<file path="src/fc12_pkg.sv">
package fc12_pkg;

   localparam int OffsetW  = 13;
   localparam int ByteW    = 8;
   localparam int ClusW    = 12;
   localparam int AddrW    = 32;
   localparam int StatusW  = 2;

   localparam int CsrIdxW  = 3;
   localparam int CsrDataW = 16;

   localparam int BpsW     = 13;
   localparam int SpcW     = 8;
   localparam int RsvW     = 16;
   localparam int CopiesW  = 8;
   localparam int TsecW    = 16;
   localparam int RootEntW = 16;

   // root directory bytes = entries * 32
   localparam int DirEntShift = 5;
   localparam int NumW        = RootEntW + DirEntShift;

   localparam int FatSecW  = CopiesW + TsecW;
   localparam int ClBytesW = SpcW + BpsW;
   localparam int SumW     = 25;
   localparam int FirstW   = BpsW + SumW;
   localparam int ProdW    = ClusW + ClBytesW;
   localparam int AddrSumW = FirstW + 1;

   localparam logic ACTION_LOAD   = 1'b0;
   localparam logic ACTION_LOOKUP = 1'b1;

   localparam logic [CsrIdxW-1:0] CSR_BYTES_PER_SECTOR    = 3'd0;
   localparam logic [CsrIdxW-1:0] CSR_SECTORS_PER_CLUSTER = 3'd1;
   localparam logic [CsrIdxW-1:0] CSR_RESERVED_SECTORS    = 3'd2;
   localparam logic [CsrIdxW-1:0] CSR_TABLE_COPIES        = 3'd3;
   localparam logic [CsrIdxW-1:0] CSR_TABLE_SECTORS       = 3'd4;
   localparam logic [CsrIdxW-1:0] CSR_ROOT_ENTRIES        = 3'd5;

   localparam logic [BpsW-1:0]     RST_BYTES_PER_SECTOR    = 13'd512;
   localparam logic [SpcW-1:0]     RST_SECTORS_PER_CLUSTER = 8'd1;
   localparam logic [RsvW-1:0]     RST_RESERVED_SECTORS    = 16'd1;
   localparam logic [CopiesW-1:0]  RST_TABLE_COPIES        = 8'd2;
   localparam logic [TsecW-1:0]    RST_TABLE_SECTORS       = 16'd9;
   localparam logic [RootEntW-1:0] RST_ROOT_ENTRIES        = 16'd224;

   localparam logic [StatusW-1:0] STATUS_CONTINUE = 2'd0;
   localparam logic [StatusW-1:0] STATUS_LAST     = 2'd1;
   localparam logic [StatusW-1:0] STATUS_BAD      = 2'd2;
   localparam logic [StatusW-1:0] STATUS_NO_DATA  = 2'd3;

   localparam logic [ClusW-1:0] ENTRY_BAD      = 12'hFF7;
   localparam logic [ClusW-1:0] ENTRY_LAST_MIN = 12'hFF8;
   localparam logic [ClusW-1:0] FIRST_CLUSTER  = 12'd2;
   localparam logic [AddrW-1:0] ADDR_MAX       = 32'hFFFF_FFFF;

   typedef struct packed {
      logic               action;
      logic [OffsetW-1:0] table_offset;
      logic [ByteW-1:0]   table_byte;
      logic [ClusW-1:0]   cluster;
   } fc12_req_type;

   typedef struct packed {
      logic [ClusW-1:0]   next_cluster;
      logic [AddrW-1:0]   data_address;
      logic [StatusW-1:0] status;
   } fc12_rsp_type;

   typedef struct packed {
      logic geom_start;
      logic geom_sum;
      logic geom_first;
      logic mem_wr;
      logic lookup_start;
      logic read_hi;
      logic rsp_load;
   } fc12_cmd_type;

   typedef struct packed {
      logic div_done;
   } fc12_sts_type;

endpackage

</file>
<file path="src/fc12_ctrl.sv">
module fc12_ctrl (
   input  logic                   clock,
   input  logic                   reset,
   input  logic                   req_valid,
   input  logic                   req_action,
   output logic                   req_stall,
   output logic                   rsp_valid,
   input  logic                   rsp_stall,
   input  logic                   csr_write,
   input  fc12_pkg::fc12_sts_type sts,
   output fc12_pkg::fc12_cmd_type cmd
);
   import fc12_pkg::*;

   typedef enum logic [2:0] {
      ST_GEOM_START,
      ST_GEOM_DIV,
      ST_GEOM_SUM,
      ST_GEOM_FIRST,
      ST_IDLE,
      ST_READ_HI,
      ST_FINISH
   } state_type;

   state_type state_ff;
   state_type state_in;
   logic      rsp_valid_ff;
   logic      rsp_valid_in;
   logic      slot_free;
   logic      accept;

   assign slot_free = !rsp_valid_ff || !rsp_stall;
   assign req_stall = !((state_ff == ST_IDLE) || ((state_ff == ST_FINISH) && slot_free));
   assign accept    = req_valid && !req_stall;

   always_comb begin
      cmd              = '0;
      cmd.geom_start   = (state_ff == ST_GEOM_START);
      cmd.geom_sum     = (state_ff == ST_GEOM_SUM);
      cmd.geom_first   = (state_ff == ST_GEOM_FIRST);
      cmd.mem_wr       = accept && (req_action == ACTION_LOAD);
      cmd.lookup_start = accept && (req_action == ACTION_LOOKUP);
      cmd.read_hi      = (state_ff == ST_READ_HI);
      cmd.rsp_load     = (state_ff == ST_FINISH) && slot_free;
   end

   always_comb begin
      state_in = state_ff;
      case (state_ff)
         ST_GEOM_START: state_in = ST_GEOM_DIV;
         ST_GEOM_DIV: begin
            if (sts.div_done) state_in = ST_GEOM_SUM;
         end
         ST_GEOM_SUM:   state_in = ST_GEOM_FIRST;
         ST_GEOM_FIRST: state_in = ST_IDLE;
         ST_IDLE: begin
            if (cmd.lookup_start) state_in = ST_READ_HI;
         end
         ST_READ_HI:    state_in = ST_FINISH;
         ST_FINISH: begin
            // hand off the result and take the next item in the same cycle
            if (slot_free) state_in = cmd.lookup_start ? ST_READ_HI : ST_IDLE;
         end
         default:       state_in = ST_GEOM_START;
      endcase
      // any register write reruns the geometry setup
      if (csr_write) state_in = ST_GEOM_START;
   end

   always_comb begin
      if (cmd.rsp_load) begin
         rsp_valid_in = 1'b1;
      end else if (!rsp_stall) begin
         rsp_valid_in = 1'b0;
      end else begin
         rsp_valid_in = rsp_valid_ff;
      end
   end

   always_ff @(posedge clock) begin
      if (reset) begin
         state_ff     <= ST_GEOM_START;
         rsp_valid_ff <= 1'b0;
      end else begin
         state_ff     <= state_in;
         rsp_valid_ff <= rsp_valid_in;
      end
   end

   assign rsp_valid = rsp_valid_ff;

endmodule

</file>
<file path="config.mk">
export PLATFORM = sky130hd
export DESIGN_NAME = fc12_ctrl
export DESIGN_NICKNAME = d
export VERILOG_FILES = /design/src/fc12_pkg.sv /design/src/fc12_ctrl.sv
export SDC_FILE = /design/constraint.sdc
export NUM_CORES = 1
export LEC_CHECK = 0
export BUFFER_PORTS_ARGS = -buffer_cell sky130_fd_sc_hd__buf_2
export CORE_AREA = 3 3 40 42
export CTS_BUF_LIST = sky130_fd_sc_hd__clkbuf_16
export DETAILED_ROUTE_END_ITERATION = 10
export DIE_AREA = 0 0 43 45
export GPL_TIMING_DRIVEN = 0
export PLACE_DENSITY = 0.56
export SETUP_SLACK_MARGIN = 0.3
export SKIP_CTS_REPAIR_TIMING = 1
export SYNTH_ARGS = -nofsm -noshare
export SYNTH_HDL_FRONTEND = slang
export SYNTH_SLANG_ARGS = --single-unit
</file>
<file path="constraint.sdc">
create_clock -name clock -period 1.2 [get_ports clock]
set_input_delay 0.18 -clock clock [delete_from_list [all_inputs] [get_ports clock]]
set_output_delay 0.18 -clock clock [all_outputs]
set_load 0.03 [all_outputs]
</file>
=== Yosys cells after proc, flatten, opt, wreduce, memory -nomap -nowiden ===
Index checks and enable logic that the tools add are counted.
Widths: inputs -> output; s select.

* Equal/unequal tests: 10
* Muxes and demuxes: 7
* Bitwise operators: 1
* Reduce and logical (&&, ||, !) cells: 12

{| class="wikitable"
|+ Operators by type and width
! cell !! count
|-
| $pmux 3 s7 || 1
|-
| $eq 3x3->1 const B || 3
|-
| $mux 3 || 3
|-
| $eq 3x2->1 const B || 2
|-
| $ne 2x2->1 const B || 3
|-
| $logic_and 1x1->1 || 4
|-
| $eq 3x1->1 const B || 1
|-
| $logic_not 1->1 || 3
|-
| $logic_not 3->1 || 1
|-
| $mux 1 || 3
|-
| $reduce_and 3->1 || 1
|-
| $logic_or 1x1->1 || 2
|-
| $ne 2x1->1 const B || 1
|-
| $reduce_or 2->1 || 1
|-
| $not 1->1 || 1
|}

* Bits in registers: 4
* Logic and storage cells: 32

=== Depth between registers and ports, before layout ===
Gate-level depths: netlist of the first run.

* Depth after elaboration: 9
* Mapped depth: 5

=== Worst setup path before layout of the first run ===
No wires, ideal clock.

* Path type: reg-to-output
* Start: register state_ff[2]
* End: output port cmd[3] in the netlist's numbering
* Arrival: 1.618 ns
* Required time: 1.020 ns
* Path slack: -0.598 ns
* Cell stages (with the launch flop): 5
* Path through: dfxtp_1 -> buf_6 -> nor2b_4 -> nand2_1 -> nor3b_1

{| class="wikitable"
|+ RTL lines
! element !! RTL line !! source
|-
| start: declaration || fc12_ctrl.sv:25 || <nowiki>state_type state_ff;</nowiki>
|-
| start signal: assignment || fc12_ctrl.sv:85 || <nowiki>state_ff <= state_in;</nowiki>
|-
| end: declaration || fc12_ctrl.sv:11 || <nowiki>output fc12_pkg::fc12_cmd_type cmd</nowiki>
|}

==> results of run 1 <==
registers in the layout, summed over array words and instances, names as in the netlist:
signal / cells
state_ff: 3
rsp_valid: 1
cells in the final DEF, fill, tap and decap left out, types with 2 or more instances in the layout:
cell,count
a21oi_2,2
nor3_2,2
buf_4,8
buf_2,7
buf_6,9
dfxtp_4,3
clkbuf_16,3
nand2_2,3
final cells by class:
cell class	count	share of cell area, %
multi-input combinational	21	36.1
tap	15	3.02
clock buffer	3	12.1
clock inverter	1	0.605
sequential	4	14.9
timing repair buffer	22	28.6
buffer	2	3.02
inverter	2	1.61
stage by stage:
stage	TNS (ns)	utilization [%]
after floorplan	-0.286	-
after global placement	-0.272	29.7
after detailed placement	-0.269	29.7
after CTS	-1.49	35.8
after global routing	-1.47	48.3
final	-1.06	48.3
critical path, stage by stage, from the launching register on:
cell,delay [ns]
dfxtp_2,0.31
buf_6,0.09
nor2b_4,0.20
nand2_2,0.08
a21oi_2,0.11
buf_4,0.12
buf_6,0.12
report_power, final:
part           switching, uW  total [uW]  leakage, uW  internal, uW
logic                   24.4        47.8     0.000181          23.4
registers               8.14         140    0.0000352           132
clock network            110         542    0.0000423           432
total                    143         730     0.000259           587
cell families (layout without fill, tap and decap cells):
logic type / Yosys count / after routing / synth area share (%)
AND/OR/NAND/NOR: 13 / 13 / 31.4
AO/OA/AOI/OAI: 7 / 7 / 23.5
flip-flops: 4 / 4 / 31.4
buffers and inverters: 4 / 30 / 10.3
XOR/XNOR: 1 / 1 / 3.43
routing by layer:
layer  track usage (%)  share of wire [%]  vias up
met3              5.18                6.9        2
met4              7.23                2.4        0
met2              10.2                 53       10
met5                 0                  0        -
li1                  -                  -      155
met1              8.39                 37      135
how the worst min path moves through the flow:
stage                    from          end  slack [ns]  cells past startpoint
detailed placement  csr_write  state_ff[0]        0.40                      2
finish              csr_write  state_ff[0]        0.16                      2
CTS                 csr_write  state_ff[0]        0.16                      2
floorplan               reset    rsp_valid        0.24                      1
global placement    csr_write  state_ff[0]        0.40                      2
global route        csr_write  state_ff[0]        0.18                      2
==> results.ini, run 1 <==
[finish]
area_growth_pct = 143
final_cells = 70
regArea_um2 = 92.6
final_design_area_no_fill_um2 = 621
fin_nets = 63
diodes = 0
multiInputGateArea_um2 = 224
layout-drive-gt1-share_pct = 90.9
nFillCells = 121

[timing]
timing.fmax_mhz = 694
skew_ns = 0.00129
hold_violations = 0
rsz0062_at_grt = true
setup_viol = 10
finalCritPeriodShare_pct = 120
finalWorstSetupSlack_ns = -0.241
timing.slew.headroom_pct = 84.3
fin_crit_ns = 1.44
finalMaxSlewViolations = 0
fin_hold_ws_ns = 0.158
tightest_slew_ns = 0.235

[grt]
grt_pass1_vias = 257
grt_start_max_net_pins = 10
overflow = 0
grt_use_total_pct = 7.81
grt_pass1_wl_um = 1030
antenna_found_initial = 0

[power]
peakVddDrop_v = 0.00128
p_per_area_nw_per_um2 = 1180
p_leak_uw = 0.000259
p_total_uw = 730

[synth]
synth_common_cells = 4 x dfxtp_1, 4 x nand2_1, 3 x nor3_1
ys_ff_latch = 4
syn-cell-area_um2 = 255
synth_top_area_share_pct = 31.4
synth_nets = 36
synthTopCellsByArea = dfxtp_1 31%, nor3_1 5.9%, a2111oi_2 5.9%, nand2_1 5.9%, nor2b_4 5.4%
synth_edf_count = 0
synth_area_leader_cell = dfxtp_1
ys_types = 19
syn_inst = 29
avgSynthCellArea_um2 = 8.80
ys_seq_area_share_pct = 31.4
async_flop_share_pct = 0
yosysWarningCount = 0
ys.flop_type = dfxtp_1

[clock_tree]
clock-sinks = 4
root_buffer = clkbuf_16
clk_latency_ns = 0.23
cts_max_path_buffers = 2
htree_num_levels = 1
clk_pin_slew_ns = 0.03
cts_tree = done
numCtsBuffers = 3

[place]
numPlacedInstances = 59
port_buffers = 15
gp_congestion = 0.692
dpl_cell_area_um2 = 382
pre_cts_slack_ns = -0.135
hpwl_um = 507

[worst_setup_path]
regToRegStartpoint = state_ff[2]
startpoint_type = flip-flop
r2r_end = state_ff[1]
rr_worst_depth = 5
crit_required_ns = 1.02
arrival_ns = 1.26
critPathCaptureType = output pin
cp_max_fo = 4
ff2ff_setup_slack_ns = -0.06
critPathKind = reg -> out
cp-startpoint = state_ff[2]
crit_end = cmd[0]

[die]
die_w_um = 43
initial_core_util_pct = 19.9
core_area_um2 = 1280
row_count = 13
die_h_um = 45
dieArea_um2 = 1940
pin_count = 16

[routing]
drt_iter0_drc = 0
routed_via_density = 4.31
vias = 302
drtPass1Iterations = 1
drc = 0
ant_nets = 0
avgRoutedWirePerCell_um = 11.2
routed_wl_um = 784

[worst_hold_path]
worst_hold_path_type = in -> reg

[run]
drv_cap = 0

[status]
violations = negative setup slack
outcome = complete, but fails checks

No activity file was read; power rests on OpenSTA's default activity.
==> inputs of run 2 (changes only) <==
--- a/config.mk
+++ b/config.mk
@@ -5,13 +5,14 @@
 export SDC_FILE = /design/constraint.sdc
 export NUM_CORES = 1
 export LEC_CHECK = 0
+export ABC_AREA = 1
 export BUFFER_PORTS_ARGS = -buffer_cell sky130_fd_sc_hd__buf_2
 export CORE_AREA = 3 3 40 42
 export CTS_BUF_LIST = sky130_fd_sc_hd__clkbuf_16
 export DETAILED_ROUTE_END_ITERATION = 10
 export DIE_AREA = 0 0 43 45
 export GPL_TIMING_DRIVEN = 0
-export PLACE_DENSITY = 0.56
+export PLACE_DENSITY = 0.59
 export SETUP_SLACK_MARGIN = 0.3
 export SKIP_CTS_REPAIR_TIMING = 1
 export SYNTH_ARGS = -nofsm -noshare
==> results.ini, run 2 <==
[synth]
synth_mux_area_share_pct = 0
synth-compound-area-share_pct = 7.73
syn_inst = 48
synth-adder-area-share_pct = 0
yosys.area_share.simple_pct = 49.4
synth-xor-area-share_pct = 0
synth_top_family_by_area = simple AND/OR/NAND/NOR gates
yosysWarningCount = 0
ys_seq_area_share_pct = 27.5
ys_types = 16
synthTopCellsByArea = dfxtp_1 27%, nor2_1 10%, inv_1 9.0%, nand2_1 9.0%, nand2_2 8.6%
synth_area_leader_cell = dfxtp_1
synth_edf_count = 0
syn-cell-area_um2 = 292
ys.flop_type = dfxtp_1
synth_most_common_cell = nor2_1
synth_common_cells = 8 x nor2_1, 7 x inv_1, 7 x nand2_1
ys_ff_latch = 4
synth_top_area_share_pct = 27.5
async_flop_share_pct = 0
avgSynthCellArea_um2 = 6.07
synth_nets = 55

[power]
p_leak_uw = 0.000328
p_int_uw = 596
netSwitchingFraction_pct = 20.2
switchingPower_uw = 151
clkPwrFrac_pct = 71.4
peakVddDrop_v = 0.000815
p_comb_share_pct = 9.3
p_per_area_nw_per_um2 = 1200
power_frac_seq_pct = 19.3

[clock_tree]
clock-sinks = 4
clk_latency_ns = 0.23
numCtsBuffers = 3
clk_pin_slew_ns = 0.03
cts_tree = done
htree_num_levels = 1
cts_max_path_buffers = 2
root_buffer = clkbuf_16

[timing]
finalMaxSlewViolations = 0
setup_viol = 9
fin_crit_ns = 1.41
finalCritPeriodShare_pct = 118
tightest_slew_ns = 0.343
hold_violations = 0
skew_ns = 0.000255
timing.slew.headroom_pct = 76.9
finalWorstSetupSlack_ns = -0.211
rsz0062_at_grt = true
fin_hold_ws_ns = 0.119
timing.fmax_mhz = 709

[worst_setup_path]
path_cells = nand2_4 > nor2_4 > nand2_2 > nand2_4 > nand3_4 > inv_2 > buf_6
max_stage_delay_ns = 0.37
cpMostUsedCell = nand2_4
critPathKind = reg -> out
crit_slowest_cell = dfxtp_4
crit_required_ns = 1.02
cp_max_fo = 6
path_buf_inv = 2
startpoint_type = flip-flop
critPathCaptureType = output pin
path_delay_family = simple AND/OR/NAND/NOR gates
arrival_ns = 1.23

[grt]
grt_pass1_wl_um = 1150
grt.busiest_layer = met1
use_met3_pct = 5.18
antenna_found_initial = 0
overflow = 0
grt_use_total_pct = 8.57
grt_pass1_vias = 275
grt_use_met1_pct = 10.6
use_met2_pct = 10.2
grt_start_max_net_pins = 7

[routing]
ant_nets = 0
routed_via_density = 4.24
avgRoutedWirePerCell_um = 8.97
drtPass1Iterations = 4
vias = 373
drt_iter0_drc = 2
drc = 0
routed_wl_um = 789

[worst_hold_path]
worst_hold_path_type = in -> reg

[finish]
final_cell_mix = 8 x buf_4, 7 x inv_1, 7 x buf_2
top_register = state_ff
diodes = 0
area_growth_pct = 114
fin_nets = 81
utilization_pct = 48.6
layout_commonest_cell = buf_4
layout-drive-gt1-share_pct = 61.6
largest_reg_flops = 3

[status]
outcome = complete, but fails checks
violations = negative setup slack

[die]
row_count = 13
initial_core_util_pct = 22.7
die_h_um = 45
die_w_um = 43
dieArea_um2 = 1940
core_area_um2 = 1280
pin_count = 16

[place]
gp_congestion = 0.721
hpwl_um = 559
port_buffers = 15
pre_cts_slack_ns = -0.0795

[run]
drv_cap = 0

==> run 2: cells by family (layout without fill, tap and decap cells) <==
kind of cell / after synthesis / count (layout)
DFF: 4 / 4
buffers and inverters: 11 / 36
and+or+nand+nor: 29 / 29
AOI/OAI and AO/OA: 4 / 4
==> run 2: per-layer routing <==
metal | vias to the layer above | routed length, um
li1 | 198 | -
met2 | 14 | 329
met1 | 158 | 378
met3 | 3 | 64
met5 | - | 0
met4 | 0 | 17
==> run 2: per-stage QoR <==
| step | cell area, um^2 | total power [uW] | instances | setup TNS, ns |
|---|---|---|---|---|
| 2_1_floorplan | 330 | 180 | 48 | 0 |
| 3_3_place_gp | 424 | 202 | 78 | -0.221 |
| 3_5_place_dp | 424 | 203 | 78 | -0.265 |
| 4_1_cts | 503 | 742 | 82 | -1.24 |
| 5_1_grt | 624 | 774 | 88 | -1.74 |
| 6_report | 624 | 747 | 88 | -1.05 |
==> run 2: final timing paths <==
kind,start,endpoint,slack (ns),cells after the start
setup reg to reg,state_ff[1],state_ff[0],-0.08,10
hold reg to reg,state_ff[1],state_ff[1],0.55,2
setup / recovery,state_ff[1],cmd[2],-0.21,7
hold / removal,csr_write,state_ff[2],0.12,2
==> run 2: power groups by stage <==
stage	Clock (uW)	Combinational, uW	Sequential (uW)
after floorplan	0	36.3	144
after global placement	0	57.0	145
after detailed placement	0	57.5	145
after CTS	540	57.7	144
after global routing	552	77.2	145
final	534	69.2	144
==> run 2: final cells by class <==
cell class | count | area (um^2)
plain buffers | 1 | 11.3
multi-input cells | 33 | 229
clock inverters | 1 | 3.75
fillers | 126 | 661
flip-flops and latches | 4 | 90.1
clock buffers | 3 | 75.1
repair buffers | 21 | 159
inverters | 10 | 37.5
well taps | 15 | 18.8
==> inputs of run 3 (changes only) <==
--- a/config.mk
+++ b/config.mk
@@ -12,8 +12,6 @@
 export DETAILED_ROUTE_END_ITERATION = 10
 export DIE_AREA = 0 0 43 45
 export GPL_TIMING_DRIVEN = 0
-export PLACE_DENSITY = 0.59
-export SETUP_SLACK_MARGIN = 0.3
 export SKIP_CTS_REPAIR_TIMING = 1
 export SYNTH_ARGS = -nofsm -noshare
 export SYNTH_HDL_FRONTEND = slang
==> results.ini, run 3 (same netlist as run 2, synthesis figures left out) <==
[status]
outcome = complete, but fails checks
violations = negative setup slack

[finish]
multiInputGateArea_um2 = 189
fin_nets = 78
diodes = 0
largest_reg_flops = 3
final_cell_mix = 7 x buf_2, 6 x buf_6
layout_commonest_cell = buf_2
layout-drive-gt1-share_pct = 60.9
area_growth_pct = 92.3
nFillCells = 131
top_register = state_ff
regArea_um2 = 92.6

[worst_setup_path]
max_stage_delay_ns = 0.37
startpoint_type = flip-flop
path_buf_inv = 1
crit_slowest_cell = dfxtp_4
rr_worst_depth = 9
regToRegStartpoint = state_ff[1]
cp.depth = 7
cp-startpoint = state_ff[1]
critPathCaptureType = output pin
critPathKind = reg -> out
crit_required_ns = 1.02
cp_max_fo = 6
arrival_ns = 1.27
path_delay_family = simple AND/OR/NAND/NOR gates
cpMostUsedCell = nand2_2
ff2ff_setup_slack_ns = -0.02
path_cells = nand2_4 > nor2_4 > nand2_2 > nand2_2 > nand2_2 > nor2_2 > buf_6

[power]
p_per_area_nw_per_um2 = 1280
peakVddDrop_v = 0.00118
p_total_uw = 717
p_leak_uw = 0.000285

[timing]
timing.slew.headroom_pct = 80.1
skew_ns = 0.00150
timing.fmax_mhz = 692
setup_tns_ns = -0.997
rsz0062_at_grt = true
finalMaxSlewViolations = 0
setup_viol = 8
finalCritPeriodShare_pct = 120
fin_crit_ns = 1.45
hold_violations = 0
tightest_slew_ns = 0.295
fin_hold_ws_ns = 0.123
finalWorstSetupSlack_ns = -0.246

[routing]
avgRoutedWirePerCell_um = 8.57
routed_via_density = 4.24
drc = 0
routed_wl_um = 720
vias = 356
drt_iter0_drc = 6
ant_nets = 0
drtPass1Iterations = 2

[grt]
grt_pass1_wl_um = 1130
antenna_found_initial = 0
grt_use_total_pct = 8.17
grt_pass1_vias = 298
use_met3_pct = 2.79
use_met2_pct = 10.5
overflow = 0
grt.busiest_layer = met2
grt_start_max_net_pins = 7
grt_use_met1_pct = 9.90

[die]
die_w_um = 43
core_area_um2 = 1280
pin_count = 16
dieArea_um2 = 1940
die_h_um = 45
initial_core_util_pct = 22.7
row_count = 13

[place]
port_buffers = 15
pre_cts_slack_ns = -0.120
hpwl_um = 542
gp_congestion = 0.760

[clock_tree]
numCtsBuffers = 3
clk_pin_slew_ns = 0.03
root_buffer = clkbuf_16
htree_num_levels = 1
clk_latency_ns = 0.22
cts_tree = done
clock-sinks = 4
cts_max_path_buffers = 2

[run]
drv_cap = 0

[worst_hold_path]
worst_hold_path_type = in -> reg
hold_start = csr_write
hold_path_depth = 2

[run 3: path summary, 6_finish.rpt]
check                 to
min          state_ff[2]
min reg2reg  state_ff[1]
max               cmd[3]
max reg2reg  state_ff[0]
[run 3: power by group]
group          internal (uW)  switching [uW]  total, uW
sequential               134            8.62        143
clock                    425            87.9        513
combinational           26.7            34.8       61.4
total                    586             131        717
[run 3: routing by layer]
| layer | wire [um] | up-vias |
|---|---|---|
| met2 | 326 | 11 |
| met5 | 0 | - |
| li1 | - | 192 |
| met4 | 20 | 0 |
| met1 | 326 | 151 |
| met3 | 48 | 2 |
[run 3: metrics by stage]
| stage | instances | utilization, % | area [um^2] |
|---|---|---|---|
| finish | 84 | 43.6 | 561 |
| global route | 84 | 43.6 | 561 |
| CTS | 81 | 36.5 | 469 |
| detailed placement | 78 | 30.7 | 394 |
| global placement | 78 | 30.7 | 394 |
| floorplan | 48 | - | 300 |
[run 3: cell type report]
class	instances	area share [%]
Sequential cell	4	16.5
Inverter	10	6.70
Clock buffer	3	13.4
Multi-Input combinational cell	33	33.7
Buffer	1	1.34
Timing Repair Buffer	18	25.0
Tap cell	15	3.35
[run 3: worst reg2reg max path, stage by stage (launching register included)]
cell	delay, ns
dfxtp_4	0.37
nand2_4	0.06
nor2_4	0.15
nand2_2	0.08
nand2_2	0.09
nand3_2	0.10
nand2_2	0.10
nand3_1	0.07
nand2_1	0.06
nor2_1	0.03
